===== src/rtl/wges_pkg.sv =====
// ---------------------------------------------------------------------------
// wges_pkg
// shared types and constants of the weighted graph edge store
// ---------------------------------------------------------------------------
`default_nettype none

package wges_pkg;

  localparam int unsigned VertexSlots = 64;
  localparam int unsigned VtxW        = $clog2(VertexSlots);
  localparam int unsigned ArcW        = 2 * VtxW;
  localparam int unsigned WeightW     = 32;
  localparam int unsigned VTotW       = 7;
  localparam int unsigned ETotW       = 12;

  typedef enum logic [2:0] {
    OP_ADD_V = 3'd0,
    OP_ADD_E = 3'd1,
    OP_UPD   = 3'd2,
    OP_REM_E = 3'd3,
    OP_REM_V = 3'd4,
    OP_GET   = 3'd5,
    OP_CONN  = 3'd6,
    OP_CNT   = 3'd7
  } op_e;

  typedef enum logic [2:0] {
    ST_OK         = 3'd0,
    ST_V_EXISTS   = 3'd1,
    ST_V_MISSING  = 3'd2,
    ST_SELF_LOOP  = 3'd3,
    ST_E_EXISTS   = 3'd4,
    ST_E_MISSING  = 3'd5,
    ST_W_NOT_POS  = 3'd6
  } status_e;

  typedef struct packed {
    op_e                op;
    logic [VtxW-1:0]    a;
    logic [VtxW-1:0]    b;
    logic [WeightW-1:0] w;
    logic               dir;
  } cmd_t;

  typedef struct packed {
    status_e            status;
    logic [WeightW-1:0] weight;
    logic               conn;
    logic [VTotW-1:0]   vtot;
    logic [ETotW-1:0]   etot;
  } res_t;

endpackage

`default_nettype wire


===== src/rtl/wges_front.sv =====
// ---------------------------------------------------------------------------
// wges_front
// command intake: decodes items and holds them in a two-entry queue
// ---------------------------------------------------------------------------
`default_nettype none

module wges_front (
  input  wire logic                          clk_i,
  input  wire logic                          rst_ni,
  input  wire logic                          push,
  output logic                               full,
  input  wire logic [2:0]                    func_i,
  input  wire logic [wges_pkg::VtxW-1:0]     vertex_a_i,
  input  wire logic [wges_pkg::VtxW-1:0]     vertex_b_i,
  input  wire logic [wges_pkg::WeightW-1:0]  weight_i,
  input  wire logic                          directed_i,
  output logic                               cmd_vld_o,
  output wges_pkg::cmd_t                     cmd_o,
  input  wire logic                          cmd_take_i
);

  wges_pkg::cmd_t fifo_q [2];
  logic           wp_q, rp_q;
  logic [1:0]     cnt_q;
  wges_pkg::op_e  op;
  logic           wr_en, rd_en;

  always_comb begin
    unique case (func_i)
      3'd0:    op = wges_pkg::OP_ADD_V;
      3'd1:    op = wges_pkg::OP_ADD_E;
      3'd2:    op = wges_pkg::OP_UPD;
      3'd3:    op = wges_pkg::OP_REM_E;
      3'd4:    op = wges_pkg::OP_REM_V;
      3'd5:    op = wges_pkg::OP_GET;
      3'd6:    op = wges_pkg::OP_CONN;
      default: op = wges_pkg::OP_CNT;
    endcase
  end

  assign full      = cnt_q[1];
  assign cmd_vld_o = (cnt_q != 2'd0);
  assign cmd_o     = fifo_q[rp_q];
  assign wr_en     = push && !full;
  assign rd_en     = cmd_take_i && cmd_vld_o;

  always_ff @(posedge clk_i) begin
    if (wr_en) begin
      fifo_q[wp_q] <= '{op: op, a: vertex_a_i, b: vertex_b_i, w: weight_i, dir: directed_i};
    end
  end

  always_ff @(posedge clk_i or negedge rst_ni) begin
    if (!rst_ni) begin
      wp_q  <= 1'b0;
      rp_q  <= 1'b0;
      cnt_q <= 2'd0;
    end else begin
      if (wr_en) wp_q <= ~wp_q;
      if (rd_en) rp_q <= ~rp_q;
      cnt_q <= cnt_q + {1'b0, wr_en} - {1'b0, rd_en};
    end
  end

endmodule

`default_nettype wire


===== config.mk =====
export PLATFORM = sky130hd
export DESIGN_NAME = wges_front
export DESIGN_NICKNAME = d
export VERILOG_FILES = /design/src/rtl/wges_pkg.sv /design/src/rtl/wges_front.sv
export SDC_FILE = /design/constraint.sdc
export NUM_CORES = 1
export LEC_CHECK = 0
export ABC_AREA = 1
export BUFFER_PORTS_ARGS = -buffer_cell sky130_fd_sc_hd__clkbuf_2
export CORE_MARGIN = 2
export CORE_UTILIZATION = 55
export DETAILED_ROUTE_END_ITERATION = 10
export GPL_ROUTABILITY_DRIVEN = 0
export MAX_ROUTING_LAYER = met4
export PLACE_DENSITY = 0.89
export SLEW_MARGIN = 20
export SYNTH_ARGS = -nofsm -noshare
export SYNTH_HDL_FRONTEND = slang
export SYNTH_SLANG_ARGS = --single-unit
export TNS_END_PERCENT = 50

===== constraint.sdc =====
create_clock -name clk_i -period 4.4 [get_ports clk_i]
set_input_delay 0.44 -clock clk_i [delete_from_list [all_inputs] [get_ports clk_i]]
set_output_delay 0.44 -clock clk_i [all_outputs]
set_load 0.02 [all_outputs]

# After elaboration in Yosys (flattened, before gate mapping)
# Memory sizes are Yosys's and may differ from the RTL's.
# Cells that the tools add are included.
word_totals:
  reg_bits: 4
  mem_bits_rw: 96
  wordCells: 22
  mem_count: 1
  input_bits: 52
  output_inout_bits: 50
memory_table:
  columns: ["name", "depth", "word_bits", "read_ports", "rd_clocked_by_memory_dff", "wr", "line_no", "rtl"]
  rows:
  - ["fifo_q", 2, 48, 1, 0, 1, "wges_front.sv:22", "wges_pkg::cmd_t fifo_q [2];"]
op_classes:
  n_addsub: 2
  muxes: 3
  bitwise: 2
  n_reduce_logical: 5
  eq_ne: 6
ops:
  columns: ["cell", "count"]
  rows:
  - ["one-hot mux 3 bit (7 select lines)", 1]
  - ["equality test 3 bit, second input constant", 3]
  - ["equality test 3 x 2 -> 1 bit, second input constant", 2]
  - ["equality test 3 x 1 -> 1 bit, second input constant", 1]
  - ["logical NOT 3 bit", 1]
  - ["adder 2 x 1 -> 2 bit", 1]
  - ["logical AND 1 bit", 2]
  - ["two-way mux 1 bit", 2]
  - ["NOT 1 bit", 2]
  - ["nonzero test 2 bit", 1]
  - ["subtractor 2 x 1 -> 2 bit", 1]
  - ["logical NOT 1 bit", 1]

# Longest topological paths before layout
# Gate-level depths: netlist of run 1.
depth:
  word_depth: 4
  depth_mapped: 10
  depth_no_buf: 10

# Worst setup path after synthesis of run 1
# OpenSTA, ideal clock, no wires.
synth_path:
  path_type: "register to register"
  from: "register cnt_q[1]"
  to: "memory fifo_q[0][0] (netlist bit) (enable)"
  arrival_ns: 2.695
  synth_period_minus_slack_ns: 3.149
  required_time_ns: 3.946
  setup_time_ns: 0.454
  n_path_buf: 0
  stages_incl_launch_ff: 4
  setup_slack_ns: 1.251
  path_cell_list: "dfrtp_1 -> inv_1 -> nand2_1 -> nor2_1"
synth_via:
  elab_chain_len: 4
synth_rtl:
  columns: ["item", "line_no", "rtl"]
  rows:
  - ["start, declared", "wges_front.sv:24", "logic [1:0] cnt_q;"]
  - ["start signal, assigned", "wges_front.sv:61", "cnt_q <= cnt_q + {1'b0, wr_en} - {1'b0, rd_en};"]
  - ["logical NOT 1 bit", "wges_front.sv:44", "assign wr_en = push && !full;"]
  - ["logical AND 1 bit", "wges_front.sv:44", null]
  - ["two-way mux 1 bit", "wges_front.sv:48", "if (wr_en) begin"]
  - ["two-way mux 1 bit (implied by the code)", "wges_front.sv:49", "fifo_q[wp_q] <= '{op: op, a: vertex_a_i, b: vertex_b_i, w: weight_i, dir: directed_i};"]
  - ["end, declared", "wges_front.sv:22", null]
# Every way passes these cells.

==> results by group, run 1 <==
Status
  • Status: finished, final reports clean

Setup path
  • Worst EP required: 3960 ps
  • Critical Path Max Stage Delay: 670 ps
  • Crit Path Category: reg -> out
  • Worst-path fanout max: 50
  • Cell at the slowest stage of the critical path: inv_2
  • Critical Path Start Type: register
  • Most frequent CP cell: nand2_1
  • Crit. End Element: output port
  • CP Data Arrival Time: 2210 ps
  • Cells along the critical path: buf_4, inv_2, nand2_1, nand2_1, clkbuf_2

Global route
  • GR met3 Demand/Resource: 4.19%
  • Met2 GRT Util: 29.2%
  • GRT Resource Usage Total: 18.9%
  • Vias in the first global route: 2211
  • Grt ovf: 0
  • Grt met1 use: 24.5%
  • Layer with the highest usage: met2
  • Global-route wire length before repair: 10200 um
  • Largest net degree at the start of global routing: 51
  • Initial antenna violation count: 0

Logic synthesis
  • Syn_area_per_cell: 13.2 sq um
  • Post-synthesis cell type with the largest combined area: edfxtp_1
  • Yosys warning total: 0
  • Post-Syn Area: 0.00373 sq mm
  • Yosys reg bits: 100
  • Post-synthesis sequential area ratio: 80.0%
  • Synth top area share: 77.3%
  • Synth Flop Type: edfxtp_1
  • Synth top area cells: edfxtp_1 (77%), nand2_1 (15%), dfrtp_1 (2.7%)
  • Synth top cells by count: nand2_1 (154), edfxtp_1 (96), buf_2 (7), inv_1 (7), dfrtp_1 (4)
  • Syn Nets: 337
  • Cells after synthesis: 283
  • Most frequent cell after synthesis: nand2_1
  • Synth async-reset ratio: 4.00%
  • Post-synth EDFFs: 96
  • Post-synthesis cell type count: 13

Clock tree
  • Clk_lat worst skew: 350 ps
  • Clock transition at path regs: 100 ps
  • # resized after CTS: 0
  • Bufs on Longest Clock Path: 2
  • # H-tree levels: 3
  • Setup repair bufs after CTS: 0
  • CTS Hold Bufs: 1
  • CTS Buf Count: 9
  • CTS Sinks: 100
  • CTS tree: built
  • Clock Tree Root: clkbuf_8

Pwr
  • PnR Total Power: 2960 uW
  • Max IR drop VDD: 0.000438 V
  • Leak: 0.00197 uW
  • Pwr Density: 661 mW/mm^2

Detailed routing
  • DR DRC count: 0
  • Antenna-violating nets left: 0
  • Drt total wl: 6560 um
  • Starting DRC count in detailed routing: 126
  • First-pass DRT Iterations: 5
  • Via count: 2337
  • Routed vias/inst: 4.97
  • Routed len/inst: 13.9 um

STA
  • Worst Tran Pin Value: 845 ps
  • Setup violators final: 0
  • RSZ-0062 raised after global routing: no
  • Fin crit period: 2650 ps
  • Sum Neg Setup Slack: 0 ps
  • Peak Freq: 377 MHz
  • Fin crit share: 60.3%
  • Setup Skew: 8.26 ps
  • Setup WS post-layout: 1750 ps
  • Pins Over Slew Limit: 0
  • Slew HR: 43.7%
  • Final hold vios: 0
  • Min Hold Slack: 266 ps

Job
  • Max_cap viols: 0

Floorplan
  • I/O Pins: 102
  • Die ar.: 0.00746 sq mm
  • Initial Util: 55.8%
  • Row cnt: 30
  • Die width: 86.4 um
  • Die Span Y: 86.4 um
  • Core area: 0.00668 sq mm

Finish
  • P&R area growth vs syn: 20.1%
  • Layout cells sized above 1: 31.8%
  • Final Net Count: 439
  • Fillers: 503
  • Diodes inserted: 0

Placed design
  • Port-buffer cells: 101
  • DP HPWL: 4400 um
  • Pre-CTS WS: 2100 ps

Worst hold path
  • Hold Path Class: in -> reg
metal layers:
metal / vias up / part of all wire (%)
li1: 1143 / -
met1: 1106 / 42
met2: 84 / 51
met3: 4 / 6.5
met4: 0 / 0.53
met5: - / 0
worst paths after layout:
kind,start,slack (ps),end,cells past startpoint
setup / recovery,rp_q$_DFFE_PN0P_,1750,cmd_o[3],5
setup reg to reg,cnt_q[1]$_DFF_PN0_,2280,fifo_q[1][6]$_DFFE_PP_,4
max in group asynchronous,rst_ni,3840,rp_q$_DFFE_PN0P_,2
min in group asynchronous,rst_ni,420,cnt_q[1]$_DFF_PN0_,2
hold reg to reg,cnt_q[0]$_DFF_PN0_,540,cnt_q[0]$_DFF_PN0_,1
hold / removal,vertex_a_i[2],270,fifo_q[1][41]$_DFFE_PP_,1
placed cells by master (no fill, tap or decap):
cell type and count:
nand2_1 154, clkbuf_2 101, edfxtp_1 96, clkbuf_8 9
inv_1 7, clkinvlp_4 3, dfrtp_1 3, buf_4 3
nand3_1 2, nor2_4 2, ha_1 2, inv_6 2
inv_2 1, xor2_1 1, clkinv_4 1, inv_8 1
dlygate4sd3_1 1, dfrtp_2 1
critical path, delay by kind of cell, from the launching register on:
kind / cells / cell delay, ps
buffers and inverters: 3 / 1140
DFF: 1 / 410
and+or+nand+nor: 2 / 260
power breakdown:
| group | switching [uW] | internal, uW |
|---|---|---|
| Combinational | 807 | 304 |
| Clock | 318 | 214 |
| Sequential | 49.3 | 1270 |
| Total | 1170 | 1790 |
cells by family (layout without fill, tap and decap cells):
logic type	count (synthesis)	in the layout	synth area share (%)
XOR/XNOR	1	1	0.235
adder cells (fa/ha/maj)	2	2	0.671
buffers and inverters	22	129	3.15
flip-flops	100	100	80.0
AND/OR/NAND/NOR	158	158	16.0
sequential cells by signal, indices dropped and copies added, names as in the netlist:
register,count
cnt_q,2
rp_q,1
wp_q,1
fifo_q,96
per-stage QoR:
| step | instances | util, % | area (sq um) |
|---|---|---|---|
| final | 470 | 67.1 | 4480 |
| after global routing | 470 | 67.1 | 4480 |
| after CTS | 470 | 67.1 | 4480 |
| after detailed placement | 453 | 64.2 | 4290 |
| after global placement | 453 | 64.2 | 4290 |
| after floorplan | 283 | - | 3730 |
final cells by class:
| cell class | count | area, sq um | area share (%) |
|---|---|---|---|
| sequential | 100 | 2980 | 66.6 |
| multi-input combinational | 161 | 644 | 14.4 |
| timing repair buffer | 105 | 538 | 12.0 |
| clock buffer | 9 | 124 | 2.76 |
| tap | 80 | 100 | 2.23 |
| clock inverter | 7 | 60.1 | 1.34 |
| inverter | 8 | 30.0 | 0.670 |
Power figures use the tool's default switching activity.
==> inputs of run 2 (changes only) <==
- ABC_AREA: 1 -> 0
- CORE_UTILIZATION: 55 -> 51
- PLACE_DENSITY: 0.89 -> 0.84
- clock period: 4.4 -> 2.7 ns (I/O delays scaled with it)
==> run 2 against run 1 <==
  * Synthesized cell count decreased by 40%
  * Combinational power grew 43%
  * Clock skew up 2.4 ps
  * Hold slack got worse by 160 ps
  * Core utilization decreased by 3.0 points
  * Clock power rose by 87%
  * Flip-flop and latch count unchanged
  * Synthesized area is 0.37% lower
  * Sequential power increased by 65%
  * Sequential share of layout area shrank 1.4 points
  * Critical endpoint is now cmd_o[18]
==> results by group, run 2 <==
STA
  • RSZ-0062 raised after global routing: no
  • Slew HR: 64.9% (+21 points)
  • Fin crit share: 80.4%
  • Pins Over Slew Limit: 0 (unchanged)
  • Final hold vios: 0 (unchanged)
  • Worst Tran Pin Value: 526 ps (-319 ps)
  • Peak Freq: 461 MHz
  • Setup WS post-layout: 529 ps (-1220 ps)
  • Setup violators final: 0 (unchanged)
  • Fin crit period: 2170 ps
  • Setup Skew: 10.7 ps (+2.44 ps)

Global route
  • Global-route wire length before repair: 8540 um (-17%)
  • Vias in the first global route: 1811 (-18%)
  • Initial antenna violation count: 0 (unchanged)
  • Largest net degree at the start of global routing: 33 (-35%)
  • GRT Resource Usage Total: 15.2% (-3.7 points)
  • Grt ovf: 0 (unchanged)

Logic synthesis
  • Synth top area share: 77.6% (+0.29 points)
  • Syn Nets: 223 (-34%)
  • Post-Syn Area: 0.00372 sq mm (-0.37%)
  • Yosys warning total: 0 (unchanged)
  • Post-synth EDFFs: 96 (unchanged)
  • Yosys reg bits: 100 (unchanged)
  • Synth top cells by count: edfxtp_1 (96), mux2_2 (38), mux2_4 (10)
  • Post-synthesis cell type with the largest combined area: edfxtp_1
  • Post-synthesis sequential area ratio: 80.3% (+0.30 points)
  • Most frequent cell after synthesis: edfxtp_1
  • Synth async-reset ratio: 4.00% (unchanged)
  • Syn_area_per_cell: 22.0 sq um (+67%)
  • Cells after synthesis: 169 (-40%)
  • Post-synthesis cell type count: 16 (+3)
  • Synth top area cells: edfxtp_1 (78%), mux2_2 (12%), mux2_4 (4.0%)
  • Synth Flop Type: edfxtp_1

Setup path
  • Crit Path Category: reg -> out
  • Worst EP required: 2430 ps (-1530 ps)
  • Critical Path Max Stage Delay: 680 ps (about the same)
  • Worst-path fanout max: 21 (-58%)
  • Worst path bufs/invs: 2 (-1)
  • Cell at the slowest stage of the critical path: dfrtp_2
  • Cells along the critical path: buf_4, mux2_2, clkbuf_2
  • Critical Path Start Type: register
  • Crit. End Element: output port
  • CP Data Arrival Time: 1900 ps (-310 ps)
  • Family with the most delay on the worst path: flip-flops

Finish
  • Reg area: 0.00298 sq mm (unchanged)
  • Most flops, register: fifo_q
  • Largest regs: fifo_q: 96 flops, cnt_q: 2 flops
  • Final instance area: 0.00457 sq mm (+2.1%)
  • Fillers: 537 (+6.8%)
  • Diodes inserted: 0 (unchanged)
  • P&R area growth vs syn: 23.1%
  • Most frequent cells in the layout: clkbuf_2 (101), edfxtp_1 (96), mux2_2 (38), mux2_4 (10), clkbuf_8 (9)
  • Layout cells sized above 1: 60.8% (+29 points)
  • Final Net Count: 333 (-24%)
  • Commonest non-fill, non-tap cell in the layout: clkbuf_2
  • Footprint of the multi-input gates: 681 sq um (+5.6%)
  • Max FFs per register: 96 (unchanged)

Detailed routing
  • Antenna-violating nets left: 0 (unchanged)
  • Drt total wl: 5840 um (-11%)
  • DR DRC count: 0 (unchanged)
  • Starting DRC count in detailed routing: 132 (+4.8%)
  • Routed vias/inst: 4.86 (-2.3%)
  • Routed len/inst: 15.3 um (+9.6%)
  • First-pass DRT Iterations: 4 (-1)
  • Via count: 1856 (-21%)

Clock tree
  • # H-tree levels: 3 (unchanged)
  • CTS tree: built
  • Bufs on Longest Clock Path: 2 (unchanged)
  • CTS Sinks: 100 (unchanged)
  • Setup repair bufs after CTS: 0 (unchanged)
  • Clock Tree Root: clkbuf_8
  • CTS Buf Count: 9 (unchanged)
  • Clk_lat worst skew: 350 ps (about the same)
  • Clock transition at path regs: 100 ps (about the same)

Floorplan
  • I/O Pins: 102 (unchanged)
  • Die Span Y: 89.4 um (+3.5%)
  • Die width: 89.4 um (+3.5%)
  • Row cnt: 31 (+3.3%)
  • Initial Util: 52.1% (-3.8 points)
  • Die ar.: 0.00799 sq mm (+7.1%)
  • Core area: 0.00714 sq mm (+6.8%)

Worst hold path
  • Hold Path Class: in -> reg

Placed design
  • Port-buffer cells: 101 (unchanged)
  • Pre-CTS WS: 867 ps (-1230 ps)
  • Placed Instance Area: 0.00435 sq mm (+1.5%)
  • DP HPWL: 4060 um (-7.7%)

Pwr
  • Leak: 0.00176 uW (-11%)
  • Pwr Density: 1040 mW/mm^2 (+58%)
  • Max IR drop VDD: 0.000582 V (+33%)

Status
  • Status: finished, final reports clean

Job
  • Max_cap viols: 0 (unchanged)
==> run 2: cell families after synthesis <==
family,after synthesis,share of synthesized area [%]
AOI/OAI and AO/OA,1,0.202
xor gates and xnor gates,4,0.943
adders and majority gates,2,0.673
buffers and inverters,10,1.82
DFF,100,80.3
muxes,48,15.6
and+or+nand+nor,4,0.539
==> run 2: what timing repair did <==
item | 4_1_cts | 5_1_grt
hold buffers | 1 | 0
endpoints found under the setup margin | 0 | 0
resized for setup | 0 | 0
hold endpoints to repair | 4 | 0
==> run 2: final timing paths <==
path	startpoint	to	slack [ps]	depth (start not counted)
max in group asynchronous	rst_ni	rp_q$_DFFE_PN0P_	2290	2
min reg2reg	cnt_q[0]$_DFF_PN0_	cnt_q[0]$_DFF_PN0_	540	1
min in group asynchronous	rst_ni	cnt_q[0]$_DFF_PN0_	270	2
max	rp_q$_DFFE_PN0P_	cmd_o[18]	530	3
max reg2reg	cnt_q[1]$_DFF_PN0_	fifo_q[1][38]$_DFFE_PP_	870	3
min	weight_i[5]	fifo_q[0][6]$_DFFE_PP_	110	1
==> run 2: final cells by class <==
type,count,share of cell area (%)
sequential,100,65.2
clock buffer,9,2.71
timing repair buffer,107,12.4
inverter,2,0.164
clock inverter,6,1.94
multi-input combinational,59,14.9
tap,99,2.71
==> run 2: report_power, final <==
group	internal [uW]	total (uW)	leakage [uW]	switching [uW]
sequential	2040	2180	0.000928	139
clock	519	993	0.000103	474
combinational	683	1590	0.000732	905
==> run 2: metrics by stage <==
stage                     hold WS (ps)  setup TNS [ps]  util, %  std cells  total power [uW]
after global routing              82.4               0     64.1        382              5020
after CTS                         89.2               0     64.1        382              4840
after floorplan                  -25.6          -47590        -        169              3370
after global placement            83.9               0     61.0        366              3810
after detailed placement          87.1               0     61.0        366              3840
final                              105               0     64.1        382              4760
==> run 2: routing by layer <==
metal  vias up  GRT usage, %  share of wire [%]
met4         0          4.48               0.50
met5         -             -                  0
li1        876             -                  -
met1       898          18.2                 41
met2        78          24.6                 52
met3         4          5.17                7.1
